==> config.mk <==
export PLATFORM = sky130hd
export DESIGN_NAME = pidc_cfg_regs
export DESIGN_NICKNAME = d
export VERILOG_FILES = /design/src/design/pidc_pkg.sv /design/src/design/pidc_cfg_regs.sv
export SDC_FILE = /design/constraint.sdc
export NUM_CORES = 1
export LEC_CHECK = 0
export BUFFER_PORTS_ARGS = -buffer_cell sky130_fd_sc_hd__buf_2
export CORE_ASPECT_RATIO = 1.75
export CORE_MARGIN = 2
export CORE_UTILIZATION = 48
export CTS_BUF_LIST = sky130_fd_sc_hd__clkbuf_4
export CTS_CLUSTER_DIAMETER = 60
export CTS_CLUSTER_SIZE = 20
export DETAILED_ROUTE_END_ITERATION = 16
export PLACE_DENSITY = 0.78
export SYNTH_ARGS = -nofsm -noshare
export SYNTH_HDL_FRONTEND = slang
export SYNTH_SLANG_ARGS = --single-unit
==> constraint.sdc <==
create_clock -name clk -period 0.9 [get_ports clk]
set_clock_uncertainty 0.15 [all_clocks]
set_input_delay 0.18 -clock clk [delete_from_list [all_inputs] [get_ports clk]]
set_output_delay 0.18 -clock clk [all_outputs]
set_load 0.01 [all_outputs]
==> src/design/pidc_pkg.sv <==
// Shared types and constants of the PID controller with output and integral clamps.
// Used by every module of the block; depends on nothing.
package pidc_pkg;

	localparam int SAMPLE_WIDTH_DEF   = 16;
	localparam int GAIN_FRAC_BITS_DEF = 16;

	localparam int GAIN_W   = 32;
	localparam int TARGET_W = 16;
	localparam int DRIVE_W  = 32;
	localparam int BOUND_W  = 31;
	localparam int SUM_W    = 32;
	localparam int CFG_IDX_W  = 3;
	localparam int CFG_DATA_W = 32;

	localparam logic OP_COMPUTE = 1'b0;
	localparam logic OP_CLEAR   = 1'b1;

	localparam logic [CFG_IDX_W-1:0] REG_GAIN_P   = 3'd0;
	localparam logic [CFG_IDX_W-1:0] REG_GAIN_I   = 3'd1;
	localparam logic [CFG_IDX_W-1:0] REG_GAIN_D   = 3'd2;
	localparam logic [CFG_IDX_W-1:0] REG_TARGET   = 3'd3;
	localparam logic [CFG_IDX_W-1:0] REG_FLOOR    = 3'd4;
	localparam logic [CFG_IDX_W-1:0] REG_CEILING  = 3'd5;
	localparam logic [CFG_IDX_W-1:0] REG_WINDUP   = 3'd6;

	localparam logic [GAIN_W-1:0]   GAIN_RST    = 32'sd0;
	localparam logic [TARGET_W-1:0] TARGET_RST  = 16'sd0;
	localparam logic [DRIVE_W-1:0]  FLOOR_RST   = -32'sd32768;
	localparam logic [DRIVE_W-1:0]  CEILING_RST = 32'sd32767;
	localparam logic [BOUND_W-1:0]  WINDUP_RST  = 31'd65535;

	typedef struct packed {
		logic [GAIN_W-1:0]   gain_p;
		logic [GAIN_W-1:0]   gain_i;
		logic [GAIN_W-1:0]   gain_d;
		logic [TARGET_W-1:0] target;
		logic [DRIVE_W-1:0]  drive_floor;
		logic [DRIVE_W-1:0]  drive_ceiling;
		logic [BOUND_W-1:0]  windup_bound;
	} cfg_t;

endpackage

==> src/design/pidc_cfg_regs.sv <==
// Configuration register file of the PID controller.
// Depends on pidc_pkg for the register indexes, reset values and cfg_t.
module pidc_cfg_regs
	import pidc_pkg::*;
(
	input  logic                  clk,
	input  logic                  arst_n,
	input  logic                  cfg_we,
	input  logic [CFG_IDX_W-1:0]  cfg_index,
	input  logic [CFG_DATA_W-1:0] cfg_data,
	output cfg_t                  cfg
);

	cfg_t cfg_q;

	always_ff @(posedge clk or negedge arst_n) begin
		if (!arst_n) begin
			cfg_q.gain_p        <= GAIN_RST;
			cfg_q.gain_i        <= GAIN_RST;
			cfg_q.gain_d        <= GAIN_RST;
			cfg_q.target        <= TARGET_RST;
			cfg_q.drive_floor   <= FLOOR_RST;
			cfg_q.drive_ceiling <= CEILING_RST;
			cfg_q.windup_bound  <= WINDUP_RST;
		end else if (cfg_we) begin
			case (cfg_index)
				REG_GAIN_P:  cfg_q.gain_p        <= cfg_data;
				REG_GAIN_I:  cfg_q.gain_i        <= cfg_data;
				REG_GAIN_D:  cfg_q.gain_d        <= cfg_data;
				REG_TARGET:  cfg_q.target        <= cfg_data[TARGET_W-1:0];
				REG_FLOOR:   cfg_q.drive_floor   <= cfg_data;
				REG_CEILING: cfg_q.drive_ceiling <= cfg_data;
				REG_WINDUP:  cfg_q.windup_bound  <= cfg_data[BOUND_W-1:0];
				default: ;
			endcase
		end
	end

	assign cfg = cfg_q;

endmodule

## After elaboration in Yosys (flattened, before gate mapping)

Index checks and enable logic that the tools add are counted.

| storage, ports and cells | value |
|---|---|
| bits in registers | 207 |
| input port bits | 38 |
| output and inout port bits | 207 |
| word-level logic and storage cells | 21 |

| cells by class | value |
|---|---|
| equality and inequality tests | 6 |
| reductions and logical operators | 8 |

Operator list:

| kind | count |
|---|---|
| $reduce_and 2->1 | 7 |
| $eq 3x3->1 const B | 3 |
| $eq 3x2->1 const B | 2 |
| $eq 3x1->1 const B | 1 |
| $logic_not 3->1 | 1 |

## Longest topological paths before layout

| logic depth | value |
|---|---|
| depth after elaboration | 2 |
| gate-level depth with buffers | 5 |
| gate-level depth less buffers | 2 |

## Worst setup path after synthesis

Ideal clock, no wire load.

| path | value |
|---|---|
| path kind | in2reg |
| start | input port cfg_index[0] |
| end | register cfg_q, in the netlist cfg[194] |
| setup time | 0.125 ns |
| arrival | 1.222 ns |
| required time | 0.625 ns |
| slack | -0.597 ns |
| stages | 4 |
| buffers on the path | 2 |
| cell sequence | buf_6 nor4b_4 buf_6 mux2_2 |

| between the ends | value |
|---|---|
| cells in the longest elaborated chain, start to end | 2 |

Ends and longest elaborated chain:

| what | line | source |
|---|---|---|
| start, declared | pidc_cfg_regs.sv:9 | `input logic [CFG_IDX_W-1:0] cfg_index,` |
| $logic_not 3->1 | pidc_cfg_regs.sv:26 | `case (cfg_index)` |
| $reduce_and 2->1 (no line) | n/a |  |
| end, declared | pidc_cfg_regs.sv:14 | `cfg_t cfg_q;` |

Every way passes these cells.
A chain may end at the register's enable or synchronous reset.

## Worst setup path in the final report

| path | value |
|---|---|
| start | register cfg_q, in the netlist cfg[13] |
| end | output port cfg[13] (netlist name) |

RTL lines:

| what | line | source |
|---|---|---|
| end, declared | pidc_cfg_regs.sv:11 | `output cfg_t cfg` |

No word-level cell between the ends.

==> results.py <==
metrics = {
    "global_route": {
        "grt-busiest-layer": "met2",
        "grt_pass1_vias": 6447,
        "grtUsageMet2": 0.502,
        "antenna_found_initial": 2,
        "grt_use_met3": 0.0410,
        "overflow": 0,
        "grt_max_degree": 41,
        "grt_usage": 0.283,
        "grt_pass1_wl_um": 37700,
        "grt_use_met1": 0.321,
    },
    "sta": {
        "slew_headroom": 0.799,
        "whs_ps": -193,
        "finalCritPeriodShare": 1.87,
        "hold_violations": 21,
        "fmax_mhz": 594,
        "tightest_slew_ps": 301,
        "finalSetupTns_ps": -159840,
        "setup_viol": 413,
        "setup_ws_ps": -783,
        "drv_slew": 0,
        "grt_setup_unrepaired": "true",
        "period_minus_slack_ps": 1680,
    },
    "detailed_routing": {
        "routedWlPerCell_um": 26.6,
        "drt_wl_total_um": 29100,
        "postRouteAntennaNets": 0,
        "vias": 5913,
        "drtIter0Drc": 223,
        "drc": 0,
        "dr.pass1.iters": 4,
        "avgViaCountPerCell": 5.41,
    },
    "cts": {
        "clk_latency_ps": 600,
        "cts_sinks": 207,
        "h-tree-depth": 1,
        "tritoncts": "built",
        "numCtsBuffers": 14,
        "cts_max_path_buffers": 3,
        "cts-root-buf": "clkbuf_4",
        "hold_buffers": 33,
        "clk_pin_slew_ps": 220,
    },
    "cells_and_area": {
        "syn2layout_area_growth_pct": 68.3,
        "nFillCells": 766,
        "drive_gt1_frac": 0.784,
        "largest_reg_flops": 207,
        "fin_nets": 930,
        "seqCellArea_mm2": 0.00524,
        "fin_cells": 1093,
        "multi_input_area_mm2": 0.00318,
    },
    "power_and_ir_drop": {
        "p_per_area_mw_per_mm2": 2200,
        "peakVddDrop_mv": 1.73,
        "total_power_mw": 29.5,
        "power_leakage_nw": 6.67,
    },
    "worst_setup_path": {
        "path_max_fanout": 2,
        "reg2reg_depth": 3,
        "required_ps": 570,
        "cpMaxStageDelayCell": "dfstp_2",
        "start_kind": "register",
        "cp_num_buf_inv": 1,
        "worstSetupEndpointType": "output port",
        "r2r_setup_slack_ps": -280,
        "path_delay_family": "flip-flops",
        "reg2reg_from": "cfg[66]",
        "crit_chain": "buf_6",
        "max_stage_delay_ps": 610,
        "crit_start": "cfg[13]",
        "reg2reg_to": "cfg[66]",
        "crit_type": "register to output port",
        "worstPathArrival_ps": 1350,
    },
    "synth": {
        "synth_warnings": 0,
        "syn-num-nets": 482,
        "netlist_area_mm2": 0.00795,
        "yosysSeqAreaShare": 0.659,
        "syn_inst": 444,
        "postSynthAreaPerCell_um2": 17.9,
        "ys_ff_latch": 207,
        "synth_cell_types": 12,
    },
    "placement": {
        "dp.cells": 889,
        "dpl.hpwl_um": 14600,
        "port-buffer-count": 244,
        "gp_congestion": 0.781,
    },
    "floorplanning": {
        "core_mm2": 0.0163,
        "die_area_mm2": 0.0176,
        "die_h_um": 174,
        "start_util": 0.488,
        "ios": 245,
        "num_rows": 62,
        "die_x_um": 101,
    },
    "worst_hold_path": {
        "min_path_type": "input port to async pin",
    },
    "status": {
        "failed_checks": "hold timing, setup timing",
        "status": "complete, but fails checks",
    },
    "flow_run": {
        "drv_cap": 0,
    },
}
## placed cells by master (no fill, tap or decap), drive strengths merged
cell type / instances
nand4b: 3
dfstp: 48
buf: 420
nor4b: 1
clkinv: 1
diode: 2
dlygate4sd3: 33
mux2: 207
dfrtp: 159
nor4bb: 3
clkbuf: 24
## report_power, final
| part | switching [mW] | internal (mW) |
|---|---|---|
| combinational | 4.20 | 7.67 |
| sequential | 1.82 | 11.7 |
| clock | 2.92 | 1.14 |
## worst register-to-register path, stage by stage (launching register included)
cell	delay, ps
dfrtp_1	450
buf_6	130
buf_6	100
mux2_4	270
## how the worst max path moves through the flow
stage / to / slack (ps) / cells past startpoint
after floorplan: cfg[112] / -540 / 5
after detailed placement: cfg[205] / -760 / 4
after CTS: cfg[42] / -780 / 1
final: cfg[13] / -780 / 1
after global placement: cfg[178] / -750 / 4
after global routing: cfg[78] / -820 / 1
## routing by layer
metal	vias up	wire length (um)	share of wire
met5	-	0	0
met4	0	1750	0.060
met3	100	1270	0.044
met2	275	15900	0.55
met1	3073	10100	0.35
li1	2465	-	-
## timing repair
item / CTS / global route
endpoints found under the setup margin: 391 / 414
gates resized for setup: 206 / 169
buffers inserted: 89 / 75
hold endpoints to repair: 414 / 21
cloned: 8 / 1
pin swaps: 4 / 2
## stage by stage
step | instance area [um2] | hold slack (ps) | util | setup slack [ps]
3_5_place_dp | 9970 | -68.1 | 0.612 | -762
6_report | 13400 | -193 | 0.821 | -783
4_1_cts | 12300 | -190 | 0.754 | -775
2_1_floorplan | 8340 | -266 | - | -544
5_1_grt | 13400 | -186 | 0.821 | -821
3_3_place_gp | 9970 | -67.6 | 0.612 | -747
## cell type report
cell class                 instances  share of cell area
sequential                       207               0.392
timing repair buffer             455               0.338
multi-input combinational        214               0.238
tap                              192              0.0180
clock buffer                      22              0.0124
clock inverter                     1             0.00122
antenna                            2            0.000374
## Yosys cell counts
master    instances  area, um2
dfrtp_1         159       3980
mux2_2          115       1290
mux2_1           92       1040
dfstp_2          48       1260
buf_12            9        180
buf_2             6       30.0
buf_6             5       56.3
buf_4             3       22.5
nor4bb_1          3       30.0
nand4b_1          2       17.5
nand4b_2          1       15.0
nor4b_4           1       23.8
## cells by family after synthesis
group         Yosys count  synth area share
flops                 207             0.659
mux                   207             0.293
simple gates            7            0.0109
buf+inv                23            0.0364
No activity file was read; power rests on OpenSTA's default activity.
