===== config.mk =====
export PLATFORM = sky130hd
export DESIGN_NAME = pidc_error_stage
export DESIGN_NICKNAME = d
export VERILOG_FILES = /design/src/design/pidc_pkg.sv /design/src/design/pidc_error_stage.sv
export SDC_FILE = /design/constraint.sdc
export NUM_CORES = 1
export LEC_CHECK = 0
export ABC_AREA = 1
export BUFFER_PORTS_ARGS = -buffer_cell sky130_fd_sc_hd__buf_2
export CORE_AREA = 2 2 215 154
export CTS_BUF_LIST = sky130_fd_sc_hd__clkbuf_8
export CTS_CLUSTER_DIAMETER = 150
export DETAILED_ROUTE_END_ITERATION = 8
export DIE_AREA = 0 0 217 156
export REMOVE_ABC_BUFFERS = 1
export SLEW_MARGIN = 20
export SYNTH_ARGS = -nofsm -noshare
export SYNTH_HDL_FRONTEND = slang
export SYNTH_SLANG_ARGS = --single-unit

===== constraint.sdc =====
create_clock -name clk -period 14.9 [get_ports clk]
set_input_delay 2.235 -clock clk [delete_from_list [all_inputs] [get_ports clk]]
set_output_delay 2.235 -clock clk [all_outputs]
set_load 0.02 [all_outputs]

===== src/design/pidc_pkg.sv =====
// Shared types and constants of the PID controller with output and integral clamps.
// Used by every module of the block; depends on nothing.
package pidc_pkg;

	localparam int SAMPLE_WIDTH_DEF   = 16;
	localparam int GAIN_FRAC_BITS_DEF = 16;

	localparam int GAIN_W   = 32;
	localparam int TARGET_W = 16;
	localparam int DRIVE_W  = 32;
	localparam int BOUND_W  = 31;
	localparam int SUM_W    = 32;
	localparam int CFG_IDX_W  = 3;
	localparam int CFG_DATA_W = 32;

	localparam logic OP_COMPUTE = 1'b0;
	localparam logic OP_CLEAR   = 1'b1;

	localparam logic [CFG_IDX_W-1:0] REG_GAIN_P   = 3'd0;
	localparam logic [CFG_IDX_W-1:0] REG_GAIN_I   = 3'd1;
	localparam logic [CFG_IDX_W-1:0] REG_GAIN_D   = 3'd2;
	localparam logic [CFG_IDX_W-1:0] REG_TARGET   = 3'd3;
	localparam logic [CFG_IDX_W-1:0] REG_FLOOR    = 3'd4;
	localparam logic [CFG_IDX_W-1:0] REG_CEILING  = 3'd5;
	localparam logic [CFG_IDX_W-1:0] REG_WINDUP   = 3'd6;

	localparam logic [GAIN_W-1:0]   GAIN_RST    = 32'sd0;
	localparam logic [TARGET_W-1:0] TARGET_RST  = 16'sd0;
	localparam logic [DRIVE_W-1:0]  FLOOR_RST   = -32'sd32768;
	localparam logic [DRIVE_W-1:0]  CEILING_RST = 32'sd32767;
	localparam logic [BOUND_W-1:0]  WINDUP_RST  = 31'd65535;

	typedef struct packed {
		logic [GAIN_W-1:0]   gain_p;
		logic [GAIN_W-1:0]   gain_i;
		logic [GAIN_W-1:0]   gain_d;
		logic [TARGET_W-1:0] target;
		logic [DRIVE_W-1:0]  drive_floor;
		logic [DRIVE_W-1:0]  drive_ceiling;
		logic [BOUND_W-1:0]  windup_bound;
	} cfg_t;

endpackage


===== src/design/pidc_error_stage.sv =====
// Input register, error forming, clamped integral and last-error state of the controller.
// Depends on pidc_pkg; feeds the multiply-and-clamp pipeline in pidc_mac.
module pidc_error_stage
	import pidc_pkg::*;
#(
	parameter int SAMPLE_WIDTH = SAMPLE_WIDTH_DEF,
	localparam int EW = ((SAMPLE_WIDTH > TARGET_W) ? SAMPLE_WIDTH : TARGET_W) + 1
) (
	input  logic                    clk,
	input  logic                    arst_n,
	input  cfg_t                    cfg,
	input  logic                    in_valid,
	output logic                    in_stall,
	input  logic                    opcode,
	input  logic [SAMPLE_WIDTH-1:0] measured,
	input  logic                    take,
	output logic                    valid_s2,
	output logic signed [EW-1:0]    err_s2,
	output logic signed [SUM_W-1:0] integ_s2,
	output logic signed [EW:0]      diff_s2
);

	logic                    v_s1;
	logic                    opcode_s1;
	logic [SAMPLE_WIDTH-1:0] meas_s1;
	logic                    v_s2;
	logic signed [SUM_W-1:0] error_sum_q;
	logic signed [EW-1:0]    prev_err_q;

	logic en_s1, en_s2;
	logic signed [EW-1:0]    err;
	logic signed [EW:0]      diff;
	logic signed [SUM_W:0]   integ_raw;
	logic signed [SUM_W:0]   bound_pos;
	logic signed [SUM_W:0]   bound_neg;
	logic signed [SUM_W-1:0] integ;

	assign en_s2    = !v_s2 || take;
	assign en_s1    = !v_s1 || en_s2;
	assign in_stall = !en_s1;

	always_comb begin
		err = $signed({{(EW-TARGET_W){cfg.target[TARGET_W-1]}}, cfg.target})
		    - $signed({{(EW-SAMPLE_WIDTH){meas_s1[SAMPLE_WIDTH-1]}}, meas_s1});
		diff = $signed({err[EW-1], err}) - $signed({prev_err_q[EW-1], prev_err_q});
		integ_raw = $signed({error_sum_q[SUM_W-1], error_sum_q})
		          + $signed({{(SUM_W+1-EW){err[EW-1]}}, err});
		bound_pos = $signed({2'b00, cfg.windup_bound});
		bound_neg = -bound_pos;
		// The bound is at most 2^31-1, so every clamped value fits the 32-bit integral.
		if (integ_raw > bound_pos) begin
			integ = bound_pos[SUM_W-1:0];
		end else if (integ_raw < bound_neg) begin
			integ = bound_neg[SUM_W-1:0];
		end else begin
			integ = integ_raw[SUM_W-1:0];
		end
	end

	always_ff @(posedge clk or negedge arst_n) begin
		if (!arst_n) begin
			v_s1        <= 1'b0;
			v_s2        <= 1'b0;
			error_sum_q <= '0;
			prev_err_q  <= '0;
		end else begin
			if (en_s1) begin
				v_s1 <= in_valid;
			end
			if (en_s2) begin
				// A clear beat updates the state here and leaves no result behind it.
				v_s2 <= v_s1 && (opcode_s1 == OP_COMPUTE);
				if (v_s1) begin
					if (opcode_s1 == OP_CLEAR) begin
						error_sum_q <= '0;
						prev_err_q  <= '0;
					end else begin
						error_sum_q <= integ;
						prev_err_q  <= err;
					end
				end
			end
		end
	end

	always_ff @(posedge clk) begin
		if (en_s1) begin
			opcode_s1 <= opcode;
			meas_s1   <= measured;
		end
		if (en_s2) begin
			err_s2   <= err;
			integ_s2 <= integ;
			diff_s2  <= diff;
		end
	end

	assign valid_s2 = v_s2;

endmodule


# [After elaboration in Yosys (flattened, before gate mapping)]
# Cells that the tools add are included.
[totals] ff_bits=135 in_bits=228 output_inout_bits=69
[op_classes] n_addsub=4 n_lt_le_gt_ge=2 muxes=4 bitwise=1 n_reduce_logical=7
[ops] cell="32-bit two-way mux" count=3
[ops] cell="32-bit by 17-bit adder with 33-bit output" count=1
[ops] cell="33-bit by 32-bit > comparator with 1-bit output" count=1
[ops] cell="33-bit < comparator" count=1
[ops] cell="31-bit negator with 33-bit output" count=1
[ops] cell="17-bit by 17-bit subtractor with 18-bit output" count=1
[ops] cell="17-bit two-way mux" count=1
[ops] cell="16-bit by 16-bit subtractor with 17-bit output" count=1
[ops] cell="1-bit logical NOT" count=3
[ops] cell="1-bit logical OR" count=2
[ops] cell="2-bit AND reduction" count=1
[ops] cell="1-bit logical AND" count=1
[ops] cell="1-bit NOT" count=1

# [Longest topological paths before layout]
[logic_depth] ltp_word=6 ltp_mapped=48 mapped_depth_nobuf=48

# [Worst setup path after synthesis]
# No wires, ideal clock.
[synth_path] kind="input-to-reg" startpoint="input port cfg[95] (netlist name)" endpoint="register integ_s2[10] (data pin)" setup_ns=0.255 arrival_ns=7.209 required_ns=14.645 path_slack_ns=7.436 cell_stages=39 path_buffers=1 cell_sequence="inv_1 -> ha_1 -> fa_1 -> nand3b_1 -> nand2_1 -> a21oi_1 -> o21bai_1 -> nand2_1 -> nand2_1 -> a21oi_1 -> inv_1 -> a21oi_1 -> o21bai_1 -> nand2_1 -> a21boi_0 -> o21ai_0 -> nand2_1 -> inv_1 -> [3 not listed] -> nand2_1 -> nand2_1 -> a21oi_1 -> o21ai_0 -> a21oi_1 -> xnor2_1 -> ha_1 -> nand3_1 -> nor2_1 -> nand3_1 -> nor4_1 -> nand3_1 -> nor2_1 -> a41oi_1 -> nand2_2 -> buf_2 -> nand3_1 -> and2_1"
[synth_via] elab_chain_cells=5 elab_cells_between_ends=6 cone_classes="add/sub: 2; order compare: 2; mux: 2"
[synth_rtl] item="start: declaration" line="pidc_error_stage.sv:11" rtl="input cfg_t cfg,"
[synth_rtl] item="16-bit by 16-bit subtractor with 17-bit output (*)" line="pidc_error_stage.sv:44" rtl="- $signed({{(EW-SAMPLE_WIDTH){meas_s1[SAMPLE_WIDTH-1]}}, meas_s1});"
[synth_rtl] item="via err[12]" line="pidc_error_stage.sv:31" rtl="logic signed [EW-1:0] err;"
[synth_rtl] item="32-bit by 17-bit adder with 33-bit output (*)" line="pidc_error_stage.sv:47" rtl="+ $signed({{(SUM_W+1-EW){err[EW-1]}}, err});"
[synth_rtl] item="33-bit < comparator" line="pidc_error_stage.sv:53" rtl="end else if (integ_raw < bound_neg) begin"
[synth_rtl] item="32-bit two-way mux" line="pidc_error_stage.sv:53"
[synth_rtl] item="32-bit two-way mux (*)" line="pidc_error_stage.sv:51" rtl="if (integ_raw > bound_pos) begin"
[synth_rtl] item="via integ[10]" line="pidc_error_stage.sv:36" rtl="logic signed [SUM_W-1:0] integ;"
[synth_rtl] item="end signal: assignment" line="pidc_error_stage.sv:93" rtl="integ_s2 <= integ;"
[synth_rtl] item="end: declaration" line="pidc_error_stage.sv:19" rtl="output logic signed [SUM_W-1:0] integ_s2,"
# The timed path passes the listed nets; every way through them passes the cells marked *.
# A chain may end at the register's enable or synchronous reset.

# [Worst setup path in the final report]
[layout_path] startpoint="input port cfg[95] (netlist name)" endpoint="register integ_s2[15] (data pin)"
# The elaborated chain is that of the path after synthesis.

==> flow_metrics.py <==
metrics = {
    "status": {
        "status": "finished clean",
    },
    "floorplanning": {
        "coreArea_um2": 31800,
        "die_h_um": 156,
        "start_util_pct": 34.5,
        "fp-row-count": 55,
        "ios": 297,
        "dieArea_um2": 33900,
        "die_x_um": 217,
    },
    "clock_network": {
        "hold_buffers": 0,
        "cts_made_buffers": 17,
        "clockRootBuffer": "clkbuf_8",
        "postCtsSetupRepairBufs": 0,
        "cts_resized": 0,
        "clkSinkCount": 135,
        "htreeDepth": 4,
        "cts.clk_slew.worst_paths_ns": 0.08,
        "cts_tree": "done",
        "clockBufferDepth": 2,
        "clk_latency_ns": 0.49,
    },
    "drt": {
        "drtAntennaViolNets": 0,
        "wl_per_cell_um": 16.4,
        "viasPerCell": 4.94,
        "drtPass1Iterations": 7,
        "routed_wl_um": 33000,
        "drc": 0,
        "vias": 9911,
        "drt-initial-drc-count": 879,
    },
    "timing": {
        "setup_viol": 0,
        "worst_slew_pin_slew_ns": 1.01,
        "clock.fmax_ghz": 0.107,
        "hold_viol_final": 0,
        "finalSetupTns_ns": 0,
        "maxSlewViolCount": 0,
        "min_period_over_period_pct": 62.6,
        "grt_setup_unrepaired": "false",
        "post-route-min-period_ns": 9.33,
        "relSlewSlack_pct": 32.9,
        "skew_ns": 0.0147,
        "hold_slack_ns": 0.491,
    },
    "finish": {
        "drive_above_1_share_pct": 12.9,
        "post-route-util_pct": 39.2,
        "multi_input_comb_area_um2": 6280,
        "syn2layout_area_growth_pct": 13.6,
        "seqCellArea_um2": 3800,
        "n_antenna_cell": 0,
        "n_fill_cell": 3341,
        "nets": 1922,
    },
    "synthesis": {
        "yosysTopAreaCell": "edfxtp_1",
        "synth_area_um2": 11000,
        "synth_sequential_area_ratio_pct": 34.6,
        "synth.top_cell.area_share_pct": 23.0,
        "ys.flop_type": "edfxtp_1",
        "synth_warnings": 0,
        "netlist_instances": 1427,
        "synth_area_leaders": "edfxtp_1 (23%), ha_1 (14%), nand2_1 (12%)",
        "avgSynthCellArea_um2": 7.70,
        "ys_seq_elements": 135,
        "synthArstFlopShare_pct": 37.8,
        "synth_edf_count": 84,
        "synthTopCellsByCount": "nand2_1 (356), inv_1 (202), nand3_1 (141)",
        "synth.most_common_cell": "nand2_1",
        "ys_types": 48,
    },
    "place": {
        "io_buffers": 136,
        "dp_hpwl_um": 25300,
        "gp_congestion": 0.906,
    },
    "global_routing": {
        "grt-ovfl-total": 0,
        "grt_pass1_wl_um": 51700,
        "grt_usage_pct": 19.9,
        "antenna_found_initial": 0,
        "grt_pass1_vias": 9314,
        "grt_max_degree": 69,
    },
    "setup_path": {
        "slowest_delay_ns": 0.72,
        "critPathMaxFanout": 33,
        "endpoint_kind": "register",
        "r2r_end": "integ_s2[15]$_DFFE_PP_",
        "slowest_stage": "inv_2",
        "critPathLaunchType": "input pin",
        "required_ns": 15.14,
        "crit_arrival_ns": 9.57,
        "critPathKind": "input pin to register",
        "ff2ff_path_depth": 38,
        "startpoint": "cfg[95]",
        "r2r_slack_ns": 7.05,
        "crit_top_cell": "nand2_1",
        "rr_startpoint": "meas_s1[0]$_DFFE_PN_",
    },
    "hold_path": {
        "hold_end": "error_sum_q[8]$_DFFE_PN0P_",
        "hold_path_class": "register to register",
        "whs_path_depth": 2,
        "worstHoldStart": "error_sum_q[8]$_DFFE_PN0P_",
    },
    "run": {
        "cap_violations": 0,
    },
    "power": {
        "leakagePower_nw": 6.37,
        "p_per_area_nw_per_um2": 246,
        "vdd_drop_max_v": 0.000120,
    },
}
-- how the worst max path moves through the flow --
stage                              to
2_1_floorplan   integ_s2[0]$_DFFE_PP_
3_3_place_gp   integ_s2[16]$_DFFE_PP_
3_5_place_dp   integ_s2[15]$_DFFE_PP_
4_1_cts        integ_s2[15]$_DFFE_PP_
5_1_grt        integ_s2[15]$_DFFE_PP_
6_report       integ_s2[15]$_DFFE_PP_
-- registers in the layout, summed over array words and instances (netlist names) --
name         count
error_sum_q     32
integ_s2        32
diff_s2         18
err_s2          17
prev_err_q      17
meas_s1         16
opcode_s1        1
v_s1             1
valid_s2         1
-- placed cells by master (no fill, tap or decap), types with 5 or more instances in the layout --
cell type and count:
nor2_1 91, edfxtp_1 84, nand2_2 7, nand2_1 356, clkbuf_8 17, o21ai_0 30
a21o_1 8, a31oi_1 5, nor3_1 22, nor2_2 8, o21bai_1 11, nand4_1 21
and2_1 31, nand3_1 141, buf_4 7, xnor2_1 14, ha_1 126, dfrtp_1 51
buf_2 136, o2111ai_1 5, o22ai_1 8, inv_1 203, a21oi_1 82, xor2_1 55
nor4_1 6
-- area by class of cell --
class / instances / share of cell area (%)
sequential: 135 / 30.5
inverter: 207 / 6.23
tap: 427 / 4.28
clock inverter: 15 / 0.923
multi-input combinational: 1061 / 50.4
clock buffer: 17 / 1.88
timing repair buffer: 143 / 5.88
-- where the power goes --
part	leakage (nW)	switching [W]	internal [W]	total, W
Combinational	4.66	0.00141	0.000714	0.00212
Sequential	1.52	0.0000550	0.000606	0.000661
Clock	0.183	0.000161	0.000129	0.000290
Total	6.37	0.00162	0.00145	0.00307
-- routing by layer --
metal | part of all wire (%) | wire [um] | global-route usage, % | vias to the layer above
li1 | - | - | - | 5026
met5 | 0 | 0 | 0 | -
met2 | 40 | 13200 | 28.4 | 289
met4 | 0.51 | 168 | 3.36 | 0
met3 | 6.6 | 2190 | 4.42 | 11
met1 | 53 | 17400 | 30.7 | 4585
-- worst max-delay path: cells and delay by family --
family	cells	cell delay (ns)
AO/OA/AOI/OAI	11	1.85
AND/OR/NAND/NOR	19	2.70
XOR/XNOR	1	0.41
adder cells (fa/ha/maj)	4	1.34
buffers and inverters	5	0.98
-- per-stage QoR --
stage | instance area, um2 | power (W) | instances | setup WS, ns
after CTS | 12500 | 0.00307 | 2005 | 5.71
after global placement | 12100 | 0.00272 | 1973 | 5.25
after floorplan | 10900 | 0.00214 | 1403 | 7.07
after detailed placement | 12100 | 0.00275 | 1973 | 5.18
after global routing | 12500 | 0.00337 | 2005 | 5.04
final | 12500 | 0.00307 | 2005 | 5.57
-- cells by family (layout without fill, tap and decap cells) --
family / count (synthesis) / in the layout / synth area share, %
xor gates and xnor gates: 69 / 69 / 5.50
and+or+nand+nor: 694 / 694 / 27.8
buffers and inverters: 231 / 382 / 8.25
adders and majority gates: 129 / 129 / 14.9
DFF: 135 / 135 / 34.6
AOI/OAI and AO/OA: 169 / 169 / 8.96
Note: power is estimated with default switching activity, not from simulation.
